`config.mk`:
```
export PLATFORM = sky130hd
export DESIGN_NAME = pixel_control_stream_parser_flat
export DESIGN_NICKNAME = d
export VERILOG_FILES = /design/src/rtl/pcsp_pkg.sv /design/src/rtl/pcsp_byte_if.sv /design/src/rtl/pcsp_result_if.sv /design/src/rtl/pcsp_in_reg.sv /design/src/rtl/pcsp_parser.sv /design/src/rtl/pcsp_out_reg.sv /design/src/rtl/pixel_control_stream_parser.sv /design/src/flat_wrapper.sv
export VERILOG_INCLUDE_DIRS = /design/src /design/src/rtl
export SDC_FILE = /design/constraint.sdc
export NUM_CORES = 1
export LEC_CHECK = 0
export ABC_AREA = 0
export BUFFER_PORTS_ARGS = -buffer_cell sky130_fd_sc_hd__buf_4
export CAP_MARGIN = 10
export CELL_PAD_IN_SITES_DETAIL_PLACEMENT = 1
export CELL_PAD_IN_SITES_GLOBAL_PLACEMENT = 2
export CORE_AREA = 2 2 158 160
export CTS_BUF_LIST = sky130_fd_sc_hd__clkbuf_16
export CTS_CLUSTER_DIAMETER = 40
export DETAILED_ROUTE_END_ITERATION = 10
export DIE_AREA = 0 0 160 162
export PLACE_DENSITY_LB_ADDON = 0.1
export SYNTH_ARGS = -nofsm -noshare
export SYNTH_HDL_FRONTEND = slang
export SYNTH_SLANG_ARGS = --single-unit
```
`constraint.sdc`:
```
create_clock -name i_clk -period 6.25 [get_ports i_clk]
set_clock_uncertainty 0.05 [all_clocks]
set_input_delay 0.9375 -clock i_clk [delete_from_list [all_inputs] [get_ports i_clk]]
set_output_delay 0.9375 -clock i_clk [all_outputs]
set_load 0.005 [all_outputs]
```
`src/rtl/pixel_control_stream_parser_macros.svh`:
```
// Assertion macros shared by the pixel control stream parser RTL.
`ifndef PIXEL_CONTROL_STREAM_PARSER_MACROS_SVH
`define PIXEL_CONTROL_STREAM_PARSER_MACROS_SVH

// Same-cycle implication, disabled while reset is asserted.
`define PCSP_ASSERT_IMPL(label, clk, rst_n, ante, cons, msg) \
    label: assert property (@(posedge clk) disable iff (!rst_n) (ante) |-> (cons)) \
        else $error(msg);

// Next-cycle implication, disabled while reset is asserted.
`define PCSP_ASSERT_NEXT(label, clk, rst_n, ante, cons, msg) \
    label: assert property (@(posedge clk) disable iff (!rst_n) (ante) |=> (cons)) \
        else $error(msg);

`endif

```
`src/rtl/pcsp_pkg.sv`:
```
// Types and constants of the pixel control stream parser.
`timescale 1ns / 1ps
package pcsp_pkg;

    localparam int MAX_LEDS       = 1024;
    localparam int LED_CNT_W      = 11;
    localparam int PIX_IDX_W      = 10;
    localparam int LEN_W          = 16;
    localparam int MSG_CNT_W      = 32;
    localparam int CFG_IDX_W      = 2;
    localparam int CFG_DATA_W     = 11;

    localparam logic [LED_CNT_W-1:0] LED_LIMIT_MAX = LED_CNT_W'(MAX_LEDS);
    localparam logic [LED_CNT_W-1:0] LED_CNT_SAT   = {LED_CNT_W{1'b1}};

    typedef enum logic [CFG_IDX_W-1:0] {
        CFG_LED_COUNT   = 2'd0,
        CFG_SLOT_FIRST  = 2'd1,
        CFG_SLOT_SECOND = 2'd2,
        CFG_SLOT_THIRD  = 2'd3
    } t_cfg_index;

    typedef enum logic [1:0] {
        SLOT_RED   = 2'd0,
        SLOT_GREEN = 2'd1,
        SLOT_BLUE  = 2'd2,
        SLOT_NONE  = 2'd3
    } t_slot;

    typedef enum logic [1:0] {
        ST_ACCEPTED = 2'd0,
        ST_BAD_CMD  = 2'd1,
        ST_BAD_CHAN = 2'd2
    } t_msg_status;

    typedef enum logic [2:0] {
        HDR_CHANNEL = 3'd0,
        HDR_COMMAND = 3'd1,
        HDR_LEN_HI  = 3'd2,
        HDR_LEN_LO  = 3'd3,
        HDR_PAYLOAD = 3'd4
    } t_hdr_pos;

    typedef struct packed {
        logic       valid;
        logic [7:0] data;
    } t_byte_item;

    typedef struct packed {
        logic                 pixel_valid;
        logic [PIX_IDX_W-1:0] pixel_index;
        logic [7:0]           red;
        logic [7:0]           green;
        logic [7:0]           blue;
        logic                 message_done;
        t_msg_status          message_status;
        logic [MSG_CNT_W-1:0] accepted_messages;
    } t_result;

endpackage

```
`src/rtl/pcsp_byte_if.sv`:
```
// Byte stream channel: valid/ready handshake with one data byte.
`timescale 1ns / 1ps
interface pcsp_byte_if;
    logic       valid;
    logic       ready;
    logic [7:0] data_byte;

    modport source (output valid, output data_byte, input ready);
    modport sink (input valid, input data_byte, output ready);
endinterface

```
`src/rtl/pcsp_result_if.sv`:
```
// Result channel: valid/ready handshake with pixel write and message status.
`timescale 1ns / 1ps
interface pcsp_result_if;
    logic                            valid;
    logic                            ready;
    logic                            pixel_valid;
    logic [pcsp_pkg::PIX_IDX_W-1:0]  pixel_index;
    logic [7:0]                      red;
    logic [7:0]                      green;
    logic [7:0]                      blue;
    logic                            message_done;
    pcsp_pkg::t_msg_status           message_status;
    logic [pcsp_pkg::MSG_CNT_W-1:0]  accepted_messages;

    modport source (
        output valid, output pixel_valid, output pixel_index, output red,
        output green, output blue, output message_done, output message_status,
        output accepted_messages, input ready
    );
    modport sink (
        input valid, input pixel_valid, input pixel_index, input red,
        input green, input blue, input message_done, input message_status,
        input accepted_messages, output ready
    );
endinterface

```
`src/rtl/pcsp_in_reg.sv`:
```
// Input register of the byte stream.
`timescale 1ns / 1ps
module pcsp_in_reg (
    input  logic                 i_clk,
    input  logic                 i_rst_n,
    pcsp_byte_if.sink            i_byte,
    input  logic                 i_take,
    output pcsp_pkg::t_byte_item o_item
);
    import pcsp_pkg::*;

    logic       r_valid;
    logic [7:0] r_data;
    logic       w_load;

    assign i_byte.ready = !r_valid || i_take;
    assign w_load       = i_byte.valid && i_byte.ready;

    always_ff @(posedge i_clk) begin
        if (!i_rst_n) begin
            r_valid <= 1'b0;
        end else if (w_load) begin
            r_valid <= 1'b1;
        end else if (i_take) begin
            r_valid <= 1'b0;
        end
    end

    always_ff @(posedge i_clk) begin
        if (w_load) begin
            r_data <= i_byte.data_byte;
        end
    end

    assign o_item.valid = r_valid;
    assign o_item.data  = r_data;
endmodule

```
`src/rtl/pcsp_parser.sv`:
```
// Message parser: header tracking, color assembly, pixel and status results.
`timescale 1ns / 1ps
module pcsp_parser (
    input  logic                               i_clk,
    input  logic                               i_rst_n,
    input  logic                               i_cfg_we,
    input  logic [pcsp_pkg::CFG_IDX_W-1:0]     i_cfg_index,
    input  logic [pcsp_pkg::CFG_DATA_W-1:0]    i_cfg_data,
    input  pcsp_pkg::t_byte_item               i_item,
    input  logic                               i_advance,
    output logic                               o_take,
    output logic                               o_res_valid,
    output pcsp_pkg::t_result                  o_res
);
    import pcsp_pkg::*;

    logic [LED_CNT_W-1:0] r_led_limit;
    t_slot                r_slot [3];

    t_hdr_pos             r_hdr_pos, n_hdr_pos;
    logic                 r_cmd_bad, n_cmd_bad;
    logic                 r_chan_bad, n_chan_bad;
    logic [LEN_W-1:0]     r_remaining, n_remaining;
    logic [1:0]           r_byte_in_led, n_byte_in_led;
    logic [LED_CNT_W-1:0] r_led_cnt, n_led_cnt;
    logic [23:0]          r_partial, n_partial;
    logic [MSG_CNT_W-1:0] r_msg_cnt, n_msg_cnt;

    logic                 w_finish;
    t_msg_status          w_status;
    t_slot                w_slot;
    logic [7:0]           w_b;

    assign o_take = i_item.valid && i_advance;
    assign w_b    = i_item.data;

    always_ff @(posedge i_clk) begin
        if (!i_rst_n) begin
            r_led_limit <= '0;
            r_slot[0]   <= SLOT_RED;
            r_slot[1]   <= SLOT_GREEN;
            r_slot[2]   <= SLOT_BLUE;
        end else if (i_cfg_we) begin
            unique case (t_cfg_index'(i_cfg_index))
                CFG_LED_COUNT: begin
                    r_led_limit <= (i_cfg_data > LED_LIMIT_MAX) ? LED_LIMIT_MAX
                                                                : i_cfg_data;
                end
                CFG_SLOT_FIRST:  r_slot[0] <= t_slot'(i_cfg_data[1:0]);
                CFG_SLOT_SECOND: r_slot[1] <= t_slot'(i_cfg_data[1:0]);
                CFG_SLOT_THIRD:  r_slot[2] <= t_slot'(i_cfg_data[1:0]);
                default: ;
            endcase
        end
    end

    always_ff @(posedge i_clk) begin
        if (!i_rst_n) begin
            r_hdr_pos     <= HDR_CHANNEL;
            r_cmd_bad     <= 1'b0;
            r_chan_bad    <= 1'b0;
            r_remaining   <= '0;
            r_byte_in_led <= '0;
            r_led_cnt     <= '0;
            r_partial     <= '0;
            r_msg_cnt     <= '0;
        end else if (o_take) begin
            r_hdr_pos     <= n_hdr_pos;
            r_cmd_bad     <= n_cmd_bad;
            r_chan_bad    <= n_chan_bad;
            r_remaining   <= n_remaining;
            r_byte_in_led <= n_byte_in_led;
            r_led_cnt     <= n_led_cnt;
            r_partial     <= n_partial;
            r_msg_cnt     <= n_msg_cnt;
        end
    end

    always_comb begin
        n_hdr_pos     = r_hdr_pos;
        n_cmd_bad     = r_cmd_bad;
        n_chan_bad    = r_chan_bad;
        n_remaining   = r_remaining;
        n_byte_in_led = r_byte_in_led;
        n_led_cnt     = r_led_cnt;
        n_partial     = r_partial;
        n_msg_cnt     = r_msg_cnt;
        w_finish      = 1'b0;
        w_slot        = SLOT_NONE;
        o_res         = '0;

        priority if (r_cmd_bad) begin
            w_status = ST_BAD_CMD;
        end else if (r_chan_bad) begin
            w_status = ST_BAD_CHAN;
        end else begin
            w_status = ST_ACCEPTED;
        end

        unique case (r_hdr_pos)
            HDR_CHANNEL: begin
                n_chan_bad = (w_b != 8'd0);
                n_hdr_pos  = HDR_COMMAND;
            end
            HDR_COMMAND: begin
                n_cmd_bad = (w_b != 8'd0);
                n_hdr_pos = HDR_LEN_HI;
            end
            HDR_LEN_HI: begin
                n_remaining = {w_b, 8'd0};
                n_hdr_pos   = HDR_LEN_LO;
            end
            HDR_LEN_LO: begin
                n_remaining   = {r_remaining[15:8], w_b};
                n_byte_in_led = '0;
                n_led_cnt     = '0;
                n_partial     = '0;
                n_hdr_pos     = HDR_PAYLOAD;
                w_finish      = ({r_remaining[15:8], w_b} == '0);
            end
            HDR_PAYLOAD: begin
                if (w_status == ST_ACCEPTED) begin
                    n_partial = (r_byte_in_led == 2'd0) ? 24'd0 : r_partial;
                    unique case (r_byte_in_led)
                        2'd0:    w_slot = r_slot[0];
                        2'd1:    w_slot = r_slot[1];
                        default: w_slot = r_slot[2];
                    endcase
                    unique case (w_slot)
                        SLOT_RED:   n_partial[7:0]   = w_b;
                        SLOT_GREEN: n_partial[15:8]  = w_b;
                        SLOT_BLUE:  n_partial[23:16] = w_b;
                        SLOT_NONE:  ;
                    endcase
                    if (r_byte_in_led == 2'd2) begin
                        n_byte_in_led = '0;
                        if (r_led_cnt < r_led_limit) begin
                            o_res.pixel_valid = 1'b1;
                            o_res.pixel_index = r_led_cnt[PIX_IDX_W-1:0];
                            o_res.red         = n_partial[7:0];
                            o_res.green       = n_partial[15:8];
                            o_res.blue        = n_partial[23:16];
                        end
                        if (r_led_cnt != LED_CNT_SAT) begin
                            n_led_cnt = r_led_cnt + 1'b1;
                        end
                    end else begin
                        n_byte_in_led = r_byte_in_led + 1'b1;
                    end
                end
                n_remaining = r_remaining - 1'b1;
                w_finish    = (r_remaining == {{(LEN_W-1){1'b0}}, 1'b1});
            end
            default: n_hdr_pos = HDR_CHANNEL;
        endcase

        if (w_finish) begin
            if (w_status == ST_ACCEPTED) begin
                n_msg_cnt = r_msg_cnt + 1'b1;
            end
            n_hdr_pos               = HDR_CHANNEL;
            o_res.message_done      = 1'b1;
            o_res.message_status    = w_status;
            o_res.accepted_messages = n_msg_cnt;
        end

        o_res_valid = o_res.pixel_valid || o_res.message_done;
    end
endmodule

```
`src/rtl/pcsp_out_reg.sv`:
```
// Result register driving the output channel.
`timescale 1ns / 1ps
module pcsp_out_reg (
    input  logic              i_clk,
    input  logic              i_rst_n,
    input  logic              i_load,
    input  pcsp_pkg::t_result i_res,
    output logic              o_can_load,
    pcsp_result_if.source     o_result
);
    import pcsp_pkg::*;

    logic    r_valid;
    t_result r_res;

    assign o_can_load = !r_valid || o_result.ready;

    always_ff @(posedge i_clk) begin
        if (!i_rst_n) begin
            r_valid <= 1'b0;
        end else if (o_can_load) begin
            r_valid <= i_load;
        end
    end

    always_ff @(posedge i_clk) begin
        if (o_can_load && i_load) begin
            r_res <= i_res;
        end
    end

    assign o_result.valid             = r_valid;
    assign o_result.pixel_valid       = r_res.pixel_valid;
    assign o_result.pixel_index       = r_res.pixel_index;
    assign o_result.red               = r_res.red;
    assign o_result.green             = r_res.green;
    assign o_result.blue              = r_res.blue;
    assign o_result.message_done      = r_res.message_done;
    assign o_result.message_status    = r_res.message_status;
    assign o_result.accepted_messages = r_res.accepted_messages;
endmodule

```
`src/rtl/pixel_control_stream_parser.sv`:
```
// Top level of the pixel control stream parser.
`timescale 1ns / 1ps
`include "pixel_control_stream_parser_macros.svh"
// Usage:
//   i_byte carries the message stream, one byte per transaction: channel,
//   command, length high, length low, then the payload.
//   o_result carries one transaction per completed LED within the configured
//   count (pixel_valid) and one per completed message (message_done); both
//   may share a transaction on the last payload byte.
//   Bytes that complete neither produce no transaction.
//   Configuration: i_cfg_we, i_cfg_index, i_cfg_data; write only while idle.
//   Registers: a byte passes two register stages (input byte, result) before
//   its result transaction becomes valid.
//   Throughput: one byte per cycle unless a held result stalls the parser, set
//   by the combinational parser logic between the input and result registers.
//   Stall: when o_result.ready is low the result is held; the input
//   register still takes one more byte if empty, then i_byte.ready drops.
//   Reset: synchronous, active low; parser returns to awaiting a channel
//   byte, counters clear, LED count 0, slots red/green/blue.
module pixel_control_stream_parser (
    input  logic                            i_clk,
    input  logic                            i_rst_n,
    input  logic                            i_cfg_we,
    input  logic [pcsp_pkg::CFG_IDX_W-1:0]  i_cfg_index,
    input  logic [pcsp_pkg::CFG_DATA_W-1:0] i_cfg_data,
    pcsp_byte_if.sink                       i_byte,
    pcsp_result_if.source                   o_result
);
    import pcsp_pkg::*;

    t_byte_item w_item;
    t_result    w_res;
    logic       w_take;
    logic       w_res_valid;
    logic       w_can_load;

    pcsp_in_reg u_in_reg (
        .i_clk   (i_clk),
        .i_rst_n (i_rst_n),
        .i_byte  (i_byte),
        .i_take  (w_take),
        .o_item  (w_item)
    );

    pcsp_parser u_parser (
        .i_clk       (i_clk),
        .i_rst_n     (i_rst_n),
        .i_cfg_we    (i_cfg_we),
        .i_cfg_index (i_cfg_index),
        .i_cfg_data  (i_cfg_data),
        .i_item      (w_item),
        .i_advance   (w_can_load),
        .o_take      (w_take),
        .o_res_valid (w_res_valid),
        .o_res       (w_res)
    );

    pcsp_out_reg u_out_reg (
        .i_clk      (i_clk),
        .i_rst_n    (i_rst_n),
        .i_load     (w_take && w_res_valid),
        .i_res      (w_res),
        .o_can_load (w_can_load),
        .o_result   (o_result)
    );

    `PCSP_ASSERT_IMPL(a_result_nonempty, i_clk, i_rst_n, o_result.valid, o_result.pixel_valid || o_result.message_done, "result transaction carries neither pixel nor message end")
    `PCSP_ASSERT_IMPL(a_skip_no_pixel, i_clk, i_rst_n, o_result.valid && o_result.message_done && (o_result.message_status != ST_ACCEPTED), !o_result.pixel_valid, "skipped message emitted a pixel")
    `PCSP_ASSERT_NEXT(a_result_loaded, i_clk, i_rst_n, w_take && w_res_valid, o_result.valid, "parsed result not presented")
endmodule

```
`src/flat_wrapper.sv`:
```
// flat-port wrapper written by rule: the top's interface ports become plain ports
module pixel_control_stream_parser_flat import pcsp_pkg::*;
  (i_clk, i_rst_n, i_cfg_we, i_cfg_index, i_cfg_data, i_byte_valid, i_byte_data_byte, i_byte_ready, o_result_valid, o_result_pixel_valid, o_result_pixel_index, o_result_red, o_result_green, o_result_blue, o_result_message_done, o_result_message_status, o_result_accepted_messages, o_result_ready);
  pcsp_byte_if i_byte_i ();
  pcsp_result_if o_result_i ();
  input  logic i_clk;
  input  logic i_rst_n;
  input  logic i_cfg_we;
  input  logic [pcsp_pkg::CFG_IDX_W-1:0] i_cfg_index;
  input  logic [pcsp_pkg::CFG_DATA_W-1:0] i_cfg_data;
  input wire logic [$bits(i_byte_i.valid)-1:0] i_byte_valid;
  input wire logic [$bits(i_byte_i.data_byte)-1:0] i_byte_data_byte;
  output wire logic [$bits(i_byte_i.ready)-1:0] i_byte_ready;
  output wire logic [$bits(o_result_i.valid)-1:0] o_result_valid;
  output wire logic [$bits(o_result_i.pixel_valid)-1:0] o_result_pixel_valid;
  output wire logic [$bits(o_result_i.pixel_index)-1:0] o_result_pixel_index;
  output wire logic [$bits(o_result_i.red)-1:0] o_result_red;
  output wire logic [$bits(o_result_i.green)-1:0] o_result_green;
  output wire logic [$bits(o_result_i.blue)-1:0] o_result_blue;
  output wire logic [$bits(o_result_i.message_done)-1:0] o_result_message_done;
  output wire logic [$bits(o_result_i.message_status)-1:0] o_result_message_status;
  output wire logic [$bits(o_result_i.accepted_messages)-1:0] o_result_accepted_messages;
  input wire logic [$bits(o_result_i.ready)-1:0] o_result_ready;
  assign i_byte_i.valid = i_byte_valid;
  assign i_byte_i.data_byte = i_byte_data_byte;
  assign i_byte_ready = i_byte_i.ready;
  assign o_result_valid = o_result_i.valid;
  assign o_result_pixel_valid = o_result_i.pixel_valid;
  assign o_result_pixel_index = o_result_i.pixel_index;
  assign o_result_red = o_result_i.red;
  assign o_result_green = o_result_i.green;
  assign o_result_blue = o_result_i.blue;
  assign o_result_message_done = o_result_i.message_done;
  assign o_result_message_status = o_result_i.message_status;
  assign o_result_accepted_messages = o_result_i.accepted_messages;
  assign o_result_i.ready = o_result_ready;
  pixel_control_stream_parser u_core (.i_clk(i_clk), .i_rst_n(i_rst_n), .i_cfg_we(i_cfg_we), .i_cfg_index(i_cfg_index), .i_cfg_data(i_cfg_data), .i_byte(i_byte_i), .o_result(o_result_i));
endmodule
```
# --- Yosys cells after proc, flatten, opt, wreduce, memory -nomap -nowiden ---
# Memories as Yosys holds them, arrays and structs flattened.
# Cells that the tools add are included.
op_classes:
  addsub: 4
  magnitude_cmp: 2
  n_eq_ne: 17
  n_mux: 47
  bitwise_logic: 4
  reduce_logical: 30
op_table:
  columns: ["operator", "n"]
  rows:
  - ["two-way mux 35 bit", 5]
  - ["two-way mux 24 bit", 2]
  - ["one-hot mux 16 bit (3 select lines)", 1]
  - ["one-hot mux 24 bit (2 select lines)", 1]
  - ["two-way mux 11 bit", 4]
  - ["adder 32 x 1 -> 32 bit, second input constant", 1]
  - ["two-way mux 32 bit", 1]
  - ["two-way mux 8 bit", 3]
  - ["one-hot mux 11 bit (2 select lines)", 1]
  - ["two-way mux 2 bit", 9]
  - ["equality test 16 x 1 -> 1 bit, second input constant", 1]
  - ["logical NOT 16 bit", 1]
  - ["subtractor 16 x 1 -> 16 bit, second input constant", 1]
  - ["two-way mux 1 bit", 15]
  - ["one-hot mux 3 bit (5 select lines)", 1]
  - ["AND reduction 2 bit", 6]
  - ["adder 11 x 1 -> 11 bit, second input constant", 1]
  - ["greater-than comparator 11 bit, second input constant", 1]
  - ["< comparator 11 bit", 1]
  - ["inequality test 11 bit, second input constant", 1]
  - ["equality test 2 bit, second input constant", 4]
  - ["logical NOT 2 bit", 4]
  - ["inequality test 2 bit, second input constant", 4]
  - ["one-hot mux 2 bit (2 select lines)", 2]
  - ["19 further kinds", 33]
totals:
  reg_bits: 181
  ramBits: 6
  in_bits: 26
  out_inout_bits: 72
  wordCells: 126
  n_memories: 1
memory_table:
  columns: ["memory", "depth", "width", "rd", "rd_clocked_by_memory_dff", "write_ports", "line_no", "text"]
  rows:
  - ["u_core.u_parser.r_slot", 3, 2, 3, 0, 3, "pcsp_parser.sv:18", "t_slot r_slot [3];"]

# --- Logic depth before layout (Yosys ltp) ---
# Gate-level depths: netlist of the first run.
logic_depth:
  ltp_word: 14
  ltp_mapped: 8
  ltp_nobuf: 7

# --- Modules after synthesis ---
# Synthesis of the first run repeated with hierarchy kept, for this count alone.
hier_totals:
  cells_unflattened: 921
  hier_area_um2: 8747.1
by_module_without_submodules:
  columns: ["module", "n_inst", "cells_each", "area_each_um2", "seq_area_each_um2"]
  rows:
  - ["pcsp_parser", 1, 831, 6276.0, 2202.1]
  - ["pcsp_out_reg", 1, 75, 2159.6, 2122.0]
  - ["pcsp_in_reg", 1, 14, 305.3, 260.2]
  - ["pixel_control_stream_parser", 1, 1, 6.3, 0.0]

# --- Worst setup path after synthesis of the first run ---
# No wires, ideal clock.
synth_timing:
  path_type: "flip-flop to flip-flop"
  startpoint: "register u_core.u_parser.r_led_limit[5]"
  endpoint: "register u_core.u_out_reg.r_res (netlist bit u_core.u_out_reg.o_result.accepted_messages[0]), enable pin"
  setup_ps: 521
  arrival_time_ps: 4935
  required_time_ps: 5679
  path_slack_ps: 744
  stages_incl_launch_ff: 8
  path_buffers: 0
  synth_period_minus_slack_ps: 5506
  path_cell_list: "dfxtp_1 inv_1 ha_1 a21o_1 a221o_1 a31oi_1 o21ai_1 a21oi_1"
synth_between:
  elab_chain_cells: 8
synth_rtl:
  columns: ["item", "line_no", "text"]
  rows:
  - ["start, declared", "pcsp_parser.sv:17", "logic [LED_CNT_W-1:0] r_led_limit;"]
  - ["start signal, assigned", "pcsp_parser.sv:46", "r_led_limit <= (i_cfg_data > LED_LIMIT_MAX) ? LED_LIMIT_MAX"]
  - ["< comparator 11 bit", "pcsp_parser.sv:137", "if (r_led_cnt < r_led_limit) begin"]
  - ["two-way mux 35 bit", "pcsp_parser.sv:137", null]
  - ["two-way mux 35 bit", "pcsp_parser.sv:135", "if (r_byte_in_led == 2'd2) begin"]
  - ["two-way mux 35 bit", "pcsp_parser.sv:122", "if (w_status == ST_ACCEPTED) begin"]
  - ["two-way mux 35 bit", "pcsp_parser.sv:100", "unique case (r_hdr_pos)"]
  - ["logical OR 1 bit", "pcsp_parser.sv:167", "o_res_valid = o_res.pixel_valid || o_res.message_done;"]
  - ["logical AND 1 bit", "pixel_control_stream_parser.sv:61", ".i_load (w_take && w_res_valid),"]
  - ["logical AND 1 bit", "pcsp_out_reg.sv:27", "if (o_can_load && i_load) begin"]
  - ["end signal, assigned", "pcsp_out_reg.sv:28", "r_res <= i_res;"]
  - ["end, declared", "pcsp_out_reg.sv:14", "t_result r_res;"]
# Every way passes these cells.
# A chain may end at the register's enable or synchronous reset.

# --- Final worst setup path of the first run ---
layout_timing:
  startpoint: "register u_core.u_in_reg.r_data[1]"
  endpoint: "register u_core.u_out_reg.r_res (netlist bit u_core.u_out_reg.o_result.red[4]), enable pin"
layout_between:
  elab_chain_cells: 6
layout_rtl:
  columns: ["item", "line_no", "text"]
  rows:
  - ["start, declared", "pcsp_in_reg.sv:13", "logic [7:0] r_data;"]
  - ["start signal, assigned", "pcsp_in_reg.sv:31", "r_data <= i_byte.data_byte;"]
  - ["logical NOT 16 bit", "pcsp_parser.sv:119", "w_finish = ({r_remaining[15:8], w_b} == '0);"]
  - ["one-hot mux 1 bit (2 select lines)", "pcsp_parser.sv:100", null]
  - ["two-way mux 35 bit", "pcsp_parser.sv:157", "if (w_finish) begin"]
  - ["logical OR 1 bit", "pcsp_parser.sv:167", null]
  - ["logical AND 1 bit", "pixel_control_stream_parser.sv:61", null]
  - ["logical AND 1 bit", "pcsp_out_reg.sv:27", null]
# Every way passes these cells.

==> results of run 1 <==
==> cells in the mapped netlist (15+ instances only) <==
| cell | number | area [um^2] |
|---|---|---|
| inv_1 | 29 | 109 |
| a32o_1 | 25 | 250 |
| or4_1 | 16 | 120 |
| edfxtp_1 | 84 | 2520 |
| or3_1 | 21 | 131 |
| nand4_1 | 16 | 100 |
| nor2_1 | 93 | 349 |
| xor2_1 | 21 | 184 |
| o21ai_0 | 42 | 210 |
| nand3_1 | 48 | 240 |
| dfxtp_1 | 103 | 2060 |
| a21oi_1 | 93 | 465 |
| clkbuf_1 | 54 | 203 |
| nand2_1 | 75 | 282 |
| o31ai_1 | 15 | 113 |
==> cell usage in the layout (no fill, tap or decap), types with 8 or more instances in the layout <==
cell type  netlist  routed
ha_1            14      14
xnor2_1         11      11
nand2_1         75      75
nand2b_1         9       9
o31ai_1         15      15
dfxtp_1        103     103
or4_1           16      16
clkbuf_16        0      17
a32o_1          25      25
o21ai_0         42      42
and3_1           8       8
inv_1           29      28
nor3b_1         12      11
nand3_1         48      48
nor2_1          93      93
xor2_1          21      21
a22oi_1         11      11
buf_4            0     104
nor4_1          10      10
or3_1           21      21
nor3_1          12      11
a21oi_1         93      92
edfxtp_1        84      84
nand4_1         16      16
==> per-stage QoR <==
stage / std cells / utilization
after floorplan: 923 / -
after global placement: 1286 / 0.405
after detailed placement: 1286 / 0.405
after CTS: 1318 / 0.430
after global routing: 1318 / 0.430
final: 1318 / 0.430
==> power by group <==
group / leakage (nW) / internal (mW) / switching (mW)
clock: 0.285 / 0.574 / 0.544
combinational: 1.55 / 0.0362 / 0.0728
sequential: 1.65 / 1.28 / 0.0174
total: 3.49 / 1.89 / 0.634
==> worst max-delay path by stage <==
stage / to / slack [ns] / depth (start not counted) / from
final: u_core.u_out_reg.o_result.red[4]$_SDFFCE_PN0P_ / 3.19 / 6 / u_core.u_in_reg.r_data[1]$_DFFE_PP_
after CTS: u_core.u_out_reg.o_result.green[0]$_SDFFCE_PN0P_ / 3.12 / 6 / u_core.u_parser.r_hdr_pos[0]$_SDFFE_PN0P_
after global routing: u_core.u_out_reg.o_result.red[4]$_SDFFCE_PN0P_ / 2.87 / 6 / u_core.u_in_reg.r_data[4]$_DFFE_PP_
after floorplan: u_core.u_out_reg.o_result.accepted_messages[0]$_SDFFCE_PN0P_ / 0.74 / 7 / u_core.u_parser.r_led_limit[5]$_SDFFE_PN0P_
after global placement: u_core.u_out_reg.o_result.blue[7]$_SDFFCE_PN0P_ / 3.21 / 6 / u_core.u_parser.r_hdr_pos[0]$_SDFFE_PN0P_
after detailed placement: u_core.u_out_reg.o_result.blue[7]$_SDFFCE_PN0P_ / 3.14 / 6 / u_core.u_parser.r_hdr_pos[0]$_SDFFE_PN0P_
==> cells by family after synthesis <==
family,share of synthesized area
compound gates,0.162
buf+inv,0.0451
simple gates,0.215
flops,0.519
mux,0.00793
xor+xnor,0.0317
fa+ha+maj,0.0198
==> flip-flops by register name, indices dropped and copies added, names as in the netlist, 3 cells and up <==
signal,count
u_core.u_in_reg.r_data,8
u_core.u_out_reg.o_result.accepted_messages,32
u_core.u_out_reg.o_result.blue,8
u_core.u_out_reg.o_result.green,8
u_core.u_out_reg.o_result.pixel_index,10
u_core.u_out_reg.o_result.red,8
u_core.u_parser.r_hdr_pos,3
u_core.u_parser.r_led_cnt,11
u_core.u_parser.r_led_limit,11
u_core.u_parser.r_msg_cnt,32
u_core.u_parser.r_partial,24
u_core.u_parser.r_remaining,16
u_core.u_parser.r_slot,6
==> final cells by class <==
type / instances / area share
multi-input cells: 642 / 0.375
clock buffers: 17 / 0.0410
well taps: 324 / 0.0391
flip-flops and latches: 187 / 0.442
repair buffers: 104 / 0.0752
inverters: 29 / 0.0105
clock inverters: 15 / 0.0172
==> layer usage <==
metal  share of wire  vias up  track usage  wire length [um]
li1                -     3505            -                 -
met1            0.47     3514        0.259             11200
met2            0.49      114        0.321             11800
met3           0.036        8       0.0286               862
met4          0.0064        0       0.0418               153
met5               0        -            0                 0
==> worst reg2reg max path, cell delays in order, from the launching register on <==
cell and delay, ns:
edfxtp_1 0.59, nor4_1 0.45, and3_1 0.27, o21ai_2 0.07
buf_4 0.26, a21oi_4 0.17, buf_4 0.74
==> run_results.csv, run 1 <==
group,metric,value,unit
run_status,outcome,"finished, final reports clean",
cts,cts-resized-gates,0,
routing,drt_iter0_markers,368,
placement,placed_cell_area,9770,um^2
global_route,grtUsageTotal,0.190,
synth,synth-seq-area-share,0.519,
setup_path,critical_path_buf_inv_count,2,
floorplanning,pin_count,98,
cts,cts-root-buf,"clkbuf_16",
setup_path,rrSetupSlack,3.19,ns
global_route,antenna_found_initial,0,
cts,postCtsSetupBuffers,0,
cts,cts_buffers,17,
synth,syn_avg_cell_area,9.58,um^2
cts,holdBufCountCts,0,
min_path,hp-class,"reg -> reg",
power,p_leak,3.49,nW
power,pwr_density_cell,243,nW/um^2
sta,final-hold-violation-count,0,
final_layout,design_area,10400,um^2
flow_run,drv_cap,0,
synth,ys_warn_count,0,
placement,port_buffers,97,
routing,drc,0,
floorplanning,initial_core_util,0.367,
synth,synth_nets,963,
min_path,worst_hold_path.endpoint,"u_core.u_parser.r_partial[7]$_SDFFE_PN0P_",
cts,cts_sinks,187,
routing,dr_total_vias,7141,
final_layout,drive_gt1_frac,0.165,
placement,preCtsSetupSlack,3.14,ns
setup_path,startpoint_type,"flop",
synth,synth_ff_type,"dfxtp_1",
sta,hold_slack,0.418,ns
placement,place_hpwl,16100,um
sta,worst_pin_slew,1.06,ns
setup_path,cp-end-kind,"flop",
routing,wl_per_cell,18.2,um
sta,period_minus_slack,3.06,ns
floorplanning,die_area,25900,um^2
routing,ant_nets,0,
synth,synthCells,923,
final_layout,diodes,0,
power,ir_drop,0.157,mV
setup_path,crit_path_frequent_cell,"buf_4",
setup_path,cp.required,6.26,ns
setup_path,worstSetupPathType,"reg -> reg",
final_layout,nets,1021,
routing,vias_per_cell,5.42,
setup_path,cp_slowest_stage_delay,0.74,ns
floorplanning,fp.dieH,162,um
setup_path,crit_slowest_cell,"buf_4",
synth,synth_edf_count,84,
global_route,grt_pass1_vias,7130,
setup_path,path_max_fanout,70,
synth,ys_seq_elements,187,
final_layout,area_delta_synth_final,17.4,%
setup_path,path_cells,"nor4_1 -> and3_1 -> o21ai_2 -> buf_4 -> a21oi_4 -> buf_4",
cts,cts_max_level,4,
synth,netlist-cell-type-count,62,
setup_path,crit_arrival,3.07,ns
sta,period_share,0.490,
sta,rsz0062_at_grt,"false",
cts,tritoncts,"done",
global_route,grt_pass1_wl,39100,um
synth,async_flop_share,0,
placement,place_congestion,0.801,
floorplanning,core,24100,um^2
cts,clkLatencyLatePin,0.44,ns
sta,fmax,327,MHz
sta,slew_headroom,0.288,
sta,slew_viol_final,0,
floorplanning,die_x,160,um
final_layout,num-fill-cells,2797,
power,finalPower,2.52,mW
sta,setup_viol,0,
floorplanning,row_count,57,
global_route,grt_max_degree,71,
setup_path,r2r-end,"u_core.u_out_reg.o_result.red[4]$_SDFFCE_PN0P_",
setup_path,timing.rr.start,"u_core.u_in_reg.r_data[1]$_DFFE_PP_",
routing,totalWireLength,24000,um
global_route,overflow,0,
sta,fin_ws,3.19,ns
synth,synth_area,8840,um^2
routing,drt_pass1_iterations,4,
final_layout,multi_input_area,3890,um^2
cts,cts_buffer_depth,2,
cts,clk_pin_slew,0.08,ns
final_layout,seqCellArea,4580,um^2
min_path,min_from,"u_core.u_parser.r_partial[7]$_SDFFE_PN0P_",
sta,fin_tns_setup,0,ns
setup_path,cp_top_family,"buffers and inverters",
min_path,holdPathStages,1,
setup_path,r2r_cells,6,
Note: power is estimated with default switching activity, not from simulation.
==> run 2: changes to the inputs <==
--- a/config.mk
+++ b/config.mk
@@ -11,11 +11,11 @@
 export CAP_MARGIN = 10
 export CELL_PAD_IN_SITES_DETAIL_PLACEMENT = 1
 export CELL_PAD_IN_SITES_GLOBAL_PLACEMENT = 2
-export CORE_AREA = 2 2 158 160
+export CORE_AREA = 2 2 167 169
 export CTS_BUF_LIST = sky130_fd_sc_hd__clkbuf_16
 export CTS_CLUSTER_DIAMETER = 40
 export DETAILED_ROUTE_END_ITERATION = 10
-export DIE_AREA = 0 0 160 162
+export DIE_AREA = 0 0 169 171
 export PLACE_DENSITY_LB_ADDON = 0.1
 export SYNTH_ARGS = -nofsm -noshare
 export SYNTH_HDL_FRONTEND = slang
==> constraint.sdc (replaced) <==
create_clock -name i_clk -period 2.5 [get_ports i_clk]
set_clock_uncertainty 0.05 [all_clocks]
set_input_delay 0.375 -clock i_clk [delete_from_list [all_inputs] [get_ports i_clk]]
set_output_delay 0.375 -clock i_clk [all_outputs]
set_load 0.005 [all_outputs]
==> run 2 against run 1 <==
Against the previous run: setup slack got worse by 3.1 ns; sequential power is 150% higher; sequential share of layout area decreased by 2.1 points.
==> run_results.csv, run 2 (synthesis gave the netlist of run 1 again) <==
group,metric,value,unit
run_status,outcome,"finished, final reports clean",
global_route,grt_pass1_vias,7341,
min_path,worst_hold_path.endpoint,"u_core.u_in_reg.r_data[1]$_DFFE_PP_",
power,pwr_density_cell,582,nW/um^2
cts,clk_pin_slew,0.08,ns
sta,slew_viol_final,0,
routing,wl_per_cell,18.2,um
cts,cts-root-buf,"clkbuf_16",
sta,fin_ws,0.127,ns
setup_path,startpoint_type,"flop",
sta,final-hold-violation-count,0,
placement,placed_cell_area,10200,um^2
floorplanning,row_count,61,
routing,drt_pass1_iterations,4,
min_path,hp-class,"in -> reg",
placement,preCtsSetupSlack,0.0661,ns
setup_path,path_max_fanout,19,
power,ir_drop,0.316,mV
final_layout,diodes,0,
sta,rsz0062_at_grt,"false",
routing,ant_nets,0,
sta,slew_headroom,0.624,
setup_path,worstSetupPathType,"reg -> reg",
routing,drt_iter0_markers,353,
setup_path,timing.rr.start,"u_core.u_parser.r_led_cnt[8]$_SDFFE_PN0P_",
power,switchingPower,1.60,mW
floorplanning,die_x,169,um
global_route,grtUsageTotal,0.176,
floorplanning,fp.dieH,171,um
floorplanning,core,27300,um^2
cts,cts_max_level,4,
power,intPower,4.76,mW
flow_run,drv_cap,0,
setup_path,cp_top_family,"compound AO/OA/AOI/OAI gates",
placement,port_buffers,97,
setup_path,crit_arrival,2.46,ns
setup_path,path_cells,"ha_1 -> a21oi_1 -> nor2_1 -> nor4_2 -> o21ai_2 -> a21oi_4 -> buf_12 -> clkbuf_16",
power,p_comb_frac,0.053,
final_layout,final_common_cell,"buf_4",
setup_path,critical_path_buf_inv_count,2,
cts,cts_buffer_depth,2,
setup_path,worstSetupStartpoint,"u_core.u_parser.r_led_cnt[8]$_SDFFE_PN0P_",
global_route,grt_pass1_wl,40100,um
sta,period_share,0.949,
final_layout,design_area,10900,um^2
cts,clkLatencyLatePin,0.44,ns
floorplanning,initial_core_util,0.324,
final_layout,area_delta_synth_final,23.6,%
sta,setup_viol,0,
final_layout,multi_input_area,3910,um^2
sta,fin_tns_setup,0,ns
final_layout,final_cell_mix,"buf_4 (152), dfxtp_1 (98), nor2_1 (93)",
cts,cts_sinks,187,
final_layout,final_util,0.400,
final_layout,num-fill-cells,3102,
cts,tritoncts,"done",
routing,totalWireLength,25400,um
global_route,overflow,0,
routing,vias_per_cell,5.27,
sta,period_minus_slack,2.37,ns
power,seqPwrFrac,0.506,
setup_path,cp-end-kind,"flop",
final_layout,final_cells,1395,
routing,dr_total_vias,7350,
routing,drc,0,
min_path,min_from,"i_byte_data_byte[1]",
placement,place_hpwl,17200,um
placement,dp.cells,1356,
final_layout,nets,1076,
sta,fmax,421,MHz
global_route,antenna_found_initial,0,
min_path,holdPathStages,1,
final_layout,seqCellArea,4590,um^2
power,p_leak,3.82,nW
final_layout,drive_gt1_frac,0.215,
setup_path,rrSetupSlack,0.13,ns
placement,place_congestion,0.764,
floorplanning,pin_count,98,
power,swShare,0.252,
setup_path,r2r-end,"u_core.u_out_reg.o_result.pixel_index[7]$_SDFFCE_PN0P_",
setup_path,crit_slowest_cell,"dfxtp_1",
floorplanning,die_area,28900,um^2
setup_path,cp_slowest_stage_delay,0.44,ns
setup_path,cp.required,2.59,ns
global_route,grt_max_degree,60,
setup_path,r2r_cells,8,
sta,worst_pin_slew,0.563,ns
power,p_clk_frac,0.441,
cts,cts_buffers,17,
run 2: cell types whose count changed in the layout (fill, tap and decap cells not counted), moves of 2 or more:
cell	change
inv_8	+2
dfxtp_1	-5
dfxtp_2	+4
buf_4	+48
clkinv_4	+2
buf_12	+5
clkinvlp_4	-3
run 2: per-layer routing:
metal | global-route usage | up-vias | wire (um)
li1 | - | 3626 | -
met1 | 0.230 | 3614 | 12000
met2 | 0.305 | 85 | 12400
met3 | 0.0252 | 25 | 581
met4 | 0.0509 | 0 | 382
met5 | 0 | - | 0
run 2: stage by stage:
step                      total power, mW  hold slack, ns
final                                6.36          0.0532
after global routing                 6.60          0.0313
after CTS                            6.46          0.0349
after detailed placement             3.63           0.405
after global placement               3.63           0.397
after floorplan                      3.47           0.392
run 2: worst reg2reg max path: stages (launching register included):
cell and delay (ns):
dfxtp_1 0.44, ha_1 0.29, a21oi_1 0.16, nor2_1 0.07, nor4_2 0.36, o21ai_2 0.15, a21oi_4 0.19, buf_12 0.15
clkbuf_16 0.21
run 2: repair_timing:
item / in CTS / in global routing
resized for setup: 1 / 5
setup buffers: 0 / 6
pin swaps: 0 / 2
hold buffers: 0 / 0
setup endpoints to repair: 38 / 48
gates cloned: 0 / 1
run 2: worst max-delay path by stage:
stage	to	slack (ns)	depth (start not counted)
3_3_place_gp	flop	0.05	7
5_1_grt	u_core.u_parser.r_msg_cnt[22]$_SDFFE_PN0P_	0.001	7
4_1_cts	u_core.u_out_reg.o_result.blue[2]$_SDFFCE_PN0P_	0.07	7
2_1_floorplan	u_core.u_out_reg.o_result.accepted_messages[0]$_SDFFCE_PN0P_	-0.58	7
3_5_place_dp	u_core.u_out_reg.o_result.green[3]$_SDFFCE_PN0P_	0.07	7
6_report	u_core.u_out_reg.o_result.pixel_index[7]$_SDFFCE_PN0P_	0.13	8
run 2: power groups by stage:
stage	logic, mW	clock network (mW)	registers [mW]
after CTS	0.341	2.90	3.22
after detailed placement	0.339	0	3.29
after global routing	0.371	3.00	3.22
final	0.336	2.80	3.22
after floorplan	0.195	0	3.28
after global placement	0.338	0	3.29
run 2: final cells by class:
| cell class | count | share of cell area |
|---|---|---|
| clock inverter | 15 | 0.0160 |
| multi-input combinational | 642 | 0.358 |
| tap | 346 | 0.0396 |
| timing repair buffer | 159 | 0.117 |
| clock buffer | 17 | 0.0389 |
| inverter | 29 | 0.00996 |
| sequential | 187 | 0.420 |
==> run 3: changes to the inputs <==
--- a/config.mk
+++ b/config.mk
@@ -11,11 +11,11 @@
 export CAP_MARGIN = 10
 export CELL_PAD_IN_SITES_DETAIL_PLACEMENT = 1
 export CELL_PAD_IN_SITES_GLOBAL_PLACEMENT = 2
-export CORE_AREA = 2 2 167 169
+export CORE_AREA = 2 2 215 132
 export CTS_BUF_LIST = sky130_fd_sc_hd__clkbuf_16
 export CTS_CLUSTER_DIAMETER = 40
 export DETAILED_ROUTE_END_ITERATION = 10
-export DIE_AREA = 0 0 169 171
+export DIE_AREA = 0 0 217 134
 export PLACE_DENSITY_LB_ADDON = 0.1
 export SYNTH_ARGS = -nofsm -noshare
 export SYNTH_HDL_FRONTEND = slang
==> run 3 against run 2 <==
Against the previous run: power decreased by 3.1%; combinational power about the same; global-route usage increased by 0.65 points; sequential share of layout area about the same; wire length increased by 2.6%; hold slack improved by 0.0025 ns; critical path depth decreased by 1; sequential power about the same; final cell count increased by 1.8%; critical endpoint is now u_core.u_parser.r_msg_cnt[23]$_SDFFE_PN0P_.
==> run_results.csv, run 3 (synthesis gave the netlist of run 1 again) <==
group,metric,value,unit
setup_path,r2r_cells,7,
setup_path,cp-end-kind,"flop",
cts,cts_buffer_depth,2,
power,finalPower,6.16,mW
floorplanning,row_count,47,
setup_path,crit_slowest_cell,"or4_1",
global_route,grt_max_degree,60,
setup_path,worstSetupStartpoint,"u_core.u_in_reg.r_data[6]$_DFFE_PP_",
cts,clkLatencyLatePin,0.45,ns
cts,clk_pin_slew,0.07,ns
routing,vias_per_cell,5.23,
setup_path,cp_slowest_stage_delay,0.43,ns
sta,rsz0062_at_grt,"false",
routing,drc,0,
floorplanning,initial_core_util,0.325,
routing,drt_pass1_iterations,4,
power,ir_drop,0.421,mV
setup_path,cp-endpoint,"u_core.u_parser.r_msg_cnt[23]$_SDFFE_PN0P_",
power,pwr_density_cell,565,nW/um^2
final_layout,final_cell_mix,"buf_4 (158), dfxtp_1 (98), nor2_1 (93)",
final_layout,final_common_cell,"buf_4",
routing,wl_per_cell,18.4,um
sta,slew_headroom,0.581,
placement,place_hpwl,18600,um
setup_path,crit_arrival,2.72,ns
routing,dr_total_vias,7423,
floorplanning,core,27200,um^2
sta,worst_pin_slew,0.627,ns
flow_run,drv_cap,0,
global_route,grt_pass1_wl,41500,um
sta,final-hold-violation-count,0,
routing,totalWireLength,26100,um
global_route,grt_pass1_vias,7322,
placement,place_congestion,0.749,
floorplanning,pin_count,98,
setup_path,path_max_fanout,59,
floorplanning,fp.dieH,134,um
setup_path,cp.required,2.83,ns
final_layout,nets,1080,
setup_path,r2r-end,"u_core.u_parser.r_msg_cnt[23]$_SDFFE_PN0P_",
sta,setup_viol,0,
routing,ant_nets,0,
sta,slew_viol_final,0,
run_status,outcome,"finished, final reports clean",
setup_path,worstSetupPathType,"reg -> reg",
floorplanning,die_area,29100,um^2
final_layout,diodes,0,
power,p_leak,3.80,nW
setup_path,timing.rr.start,"u_core.u_in_reg.r_data[6]$_DFFE_PP_",
global_route,grtUsageTotal,0.183,
cts,tritoncts,"done",
min_path,hp-class,"in -> reg",
placement,dp.cells,1386,
floorplanning,die_x,217,um
setup_path,path_cells,"nor4_2 -> buf_4 -> and3_1 -> o211ai_1 -> buf_12 -> or4_1 -> a21oi_1",
cts,cts_max_level,4,
final_layout,final_cells,1420,
sta,period_share,0.959,
final_layout,drive_gt1_frac,0.213,
sta,period_minus_slack,2.40,ns
cts,cts_buffers,17,
setup_path,rrSetupSlack,0.10,ns
placement,port_buffers,97,
final_layout,area_delta_synth_final,23.5,%
setup_path,startpoint_type,"flop",
global_route,overflow,0,
sta,fmax,417,MHz
cts,cts_sinks,187,
global_route,antenna_found_initial,0,
routing,drt_iter0_markers,381,
cts,cts-root-buf,"clkbuf_16",
run 3: cell count changes in the layout (fill, tap and decap cells not counted), moves of 3 or more:
cell / change
inv_8: -5
inv_6: -3
clkinv_4: -3
buf_4: +6
clkinv_1: +4
inv_1: +4
run 3: final cells by class:
cell class / count / area [um^2]
fill: 3126 / 16300
clock inverter: 15 / 119
clock buffer: 17 / 425
timing repair buffer: 163 / 1290
multi-input combinational: 642 / 3920
inverter: 29 / 109
tap: 367 / 459
sequential: 187 / 4590
run 3: repair_timing:
action	in CTS	in global routing
gates resized for setup	1	4
endpoints found under the setup margin	39	55
hold buffers	0	0
pin swaps	0	1
hold endpoints to repair	0	0
setup buffers	0	1
gates cloned	0	1
run 3: worst min-delay path by stage:
| stage | endpoint | depth (start not counted) | start |
|---|---|---|---|
| 2_1_floorplan | u_core.u_parser.r_partial[0]$_SDFFE_PN0P_ | 1 | u_core.u_parser.r_partial[0]$_SDFFE_PN0P_ |
| 3_3_place_gp | u_core.u_parser.r_partial[12]$_SDFFE_PN0P_ | 1 | u_core.u_parser.r_partial[12]$_SDFFE_PN0P_ |
| 3_5_place_dp | u_core.u_parser.r_partial[0]$_SDFFE_PN0P_ | 1 | u_core.u_parser.r_partial[0]$_SDFFE_PN0P_ |
| 4_1_cts | u_core.u_in_reg.r_data[3]$_DFFE_PP_ | 1 | i_byte_data_byte[3] |
| 5_1_grt | u_core.u_in_reg.r_data[5]$_DFFE_PP_ | 1 | i_byte_data_byte[5] |
| 6_report | u_core.u_in_reg.r_data[4]$_DFFE_PP_ | 1 | i_byte_data_byte[4] |
run 3: metrics by stage:
stage                     hold slack (ns)  instance area, um^2   util  worst slack (ns)  setup TNS, ns
final                              0.0558                10900  0.402             0.103              0
after floorplan                     0.392                 8880      -            -0.583         -40.84
after CTS                          0.0290                10900  0.399           0.00839              0
after global placement              0.399                10300  0.379           -0.0207         -0.687
after global routing               0.0364                10900  0.402            0.0253              0
after detailed placement            0.407                10300  0.379           -0.0229         -0.642
run 3: worst max-delay path: cells and delay by family, from the launching register on:
kind                   cells  cell delay [ns]
AOI/OAI and AO/OA          2             0.34
buffers and inverters      2             0.45
DFF                        1             0.41
and+or+nand+nor            3             1.04
run 3: layer usage:
layer	up-vias	track usage	wire, um
met5	-	0	0
met4	0	0.0396	210
met3	17	0.0379	986
met2	103	0.264	11000
met1	3696	0.278	13900
li1	3607	-	-
run 3: where the power goes:
group	switching (mW)	internal [mW]
clock network	1.17	1.43
registers	0.0255	3.20
logic	0.214	0.119
total	1.41	4.75
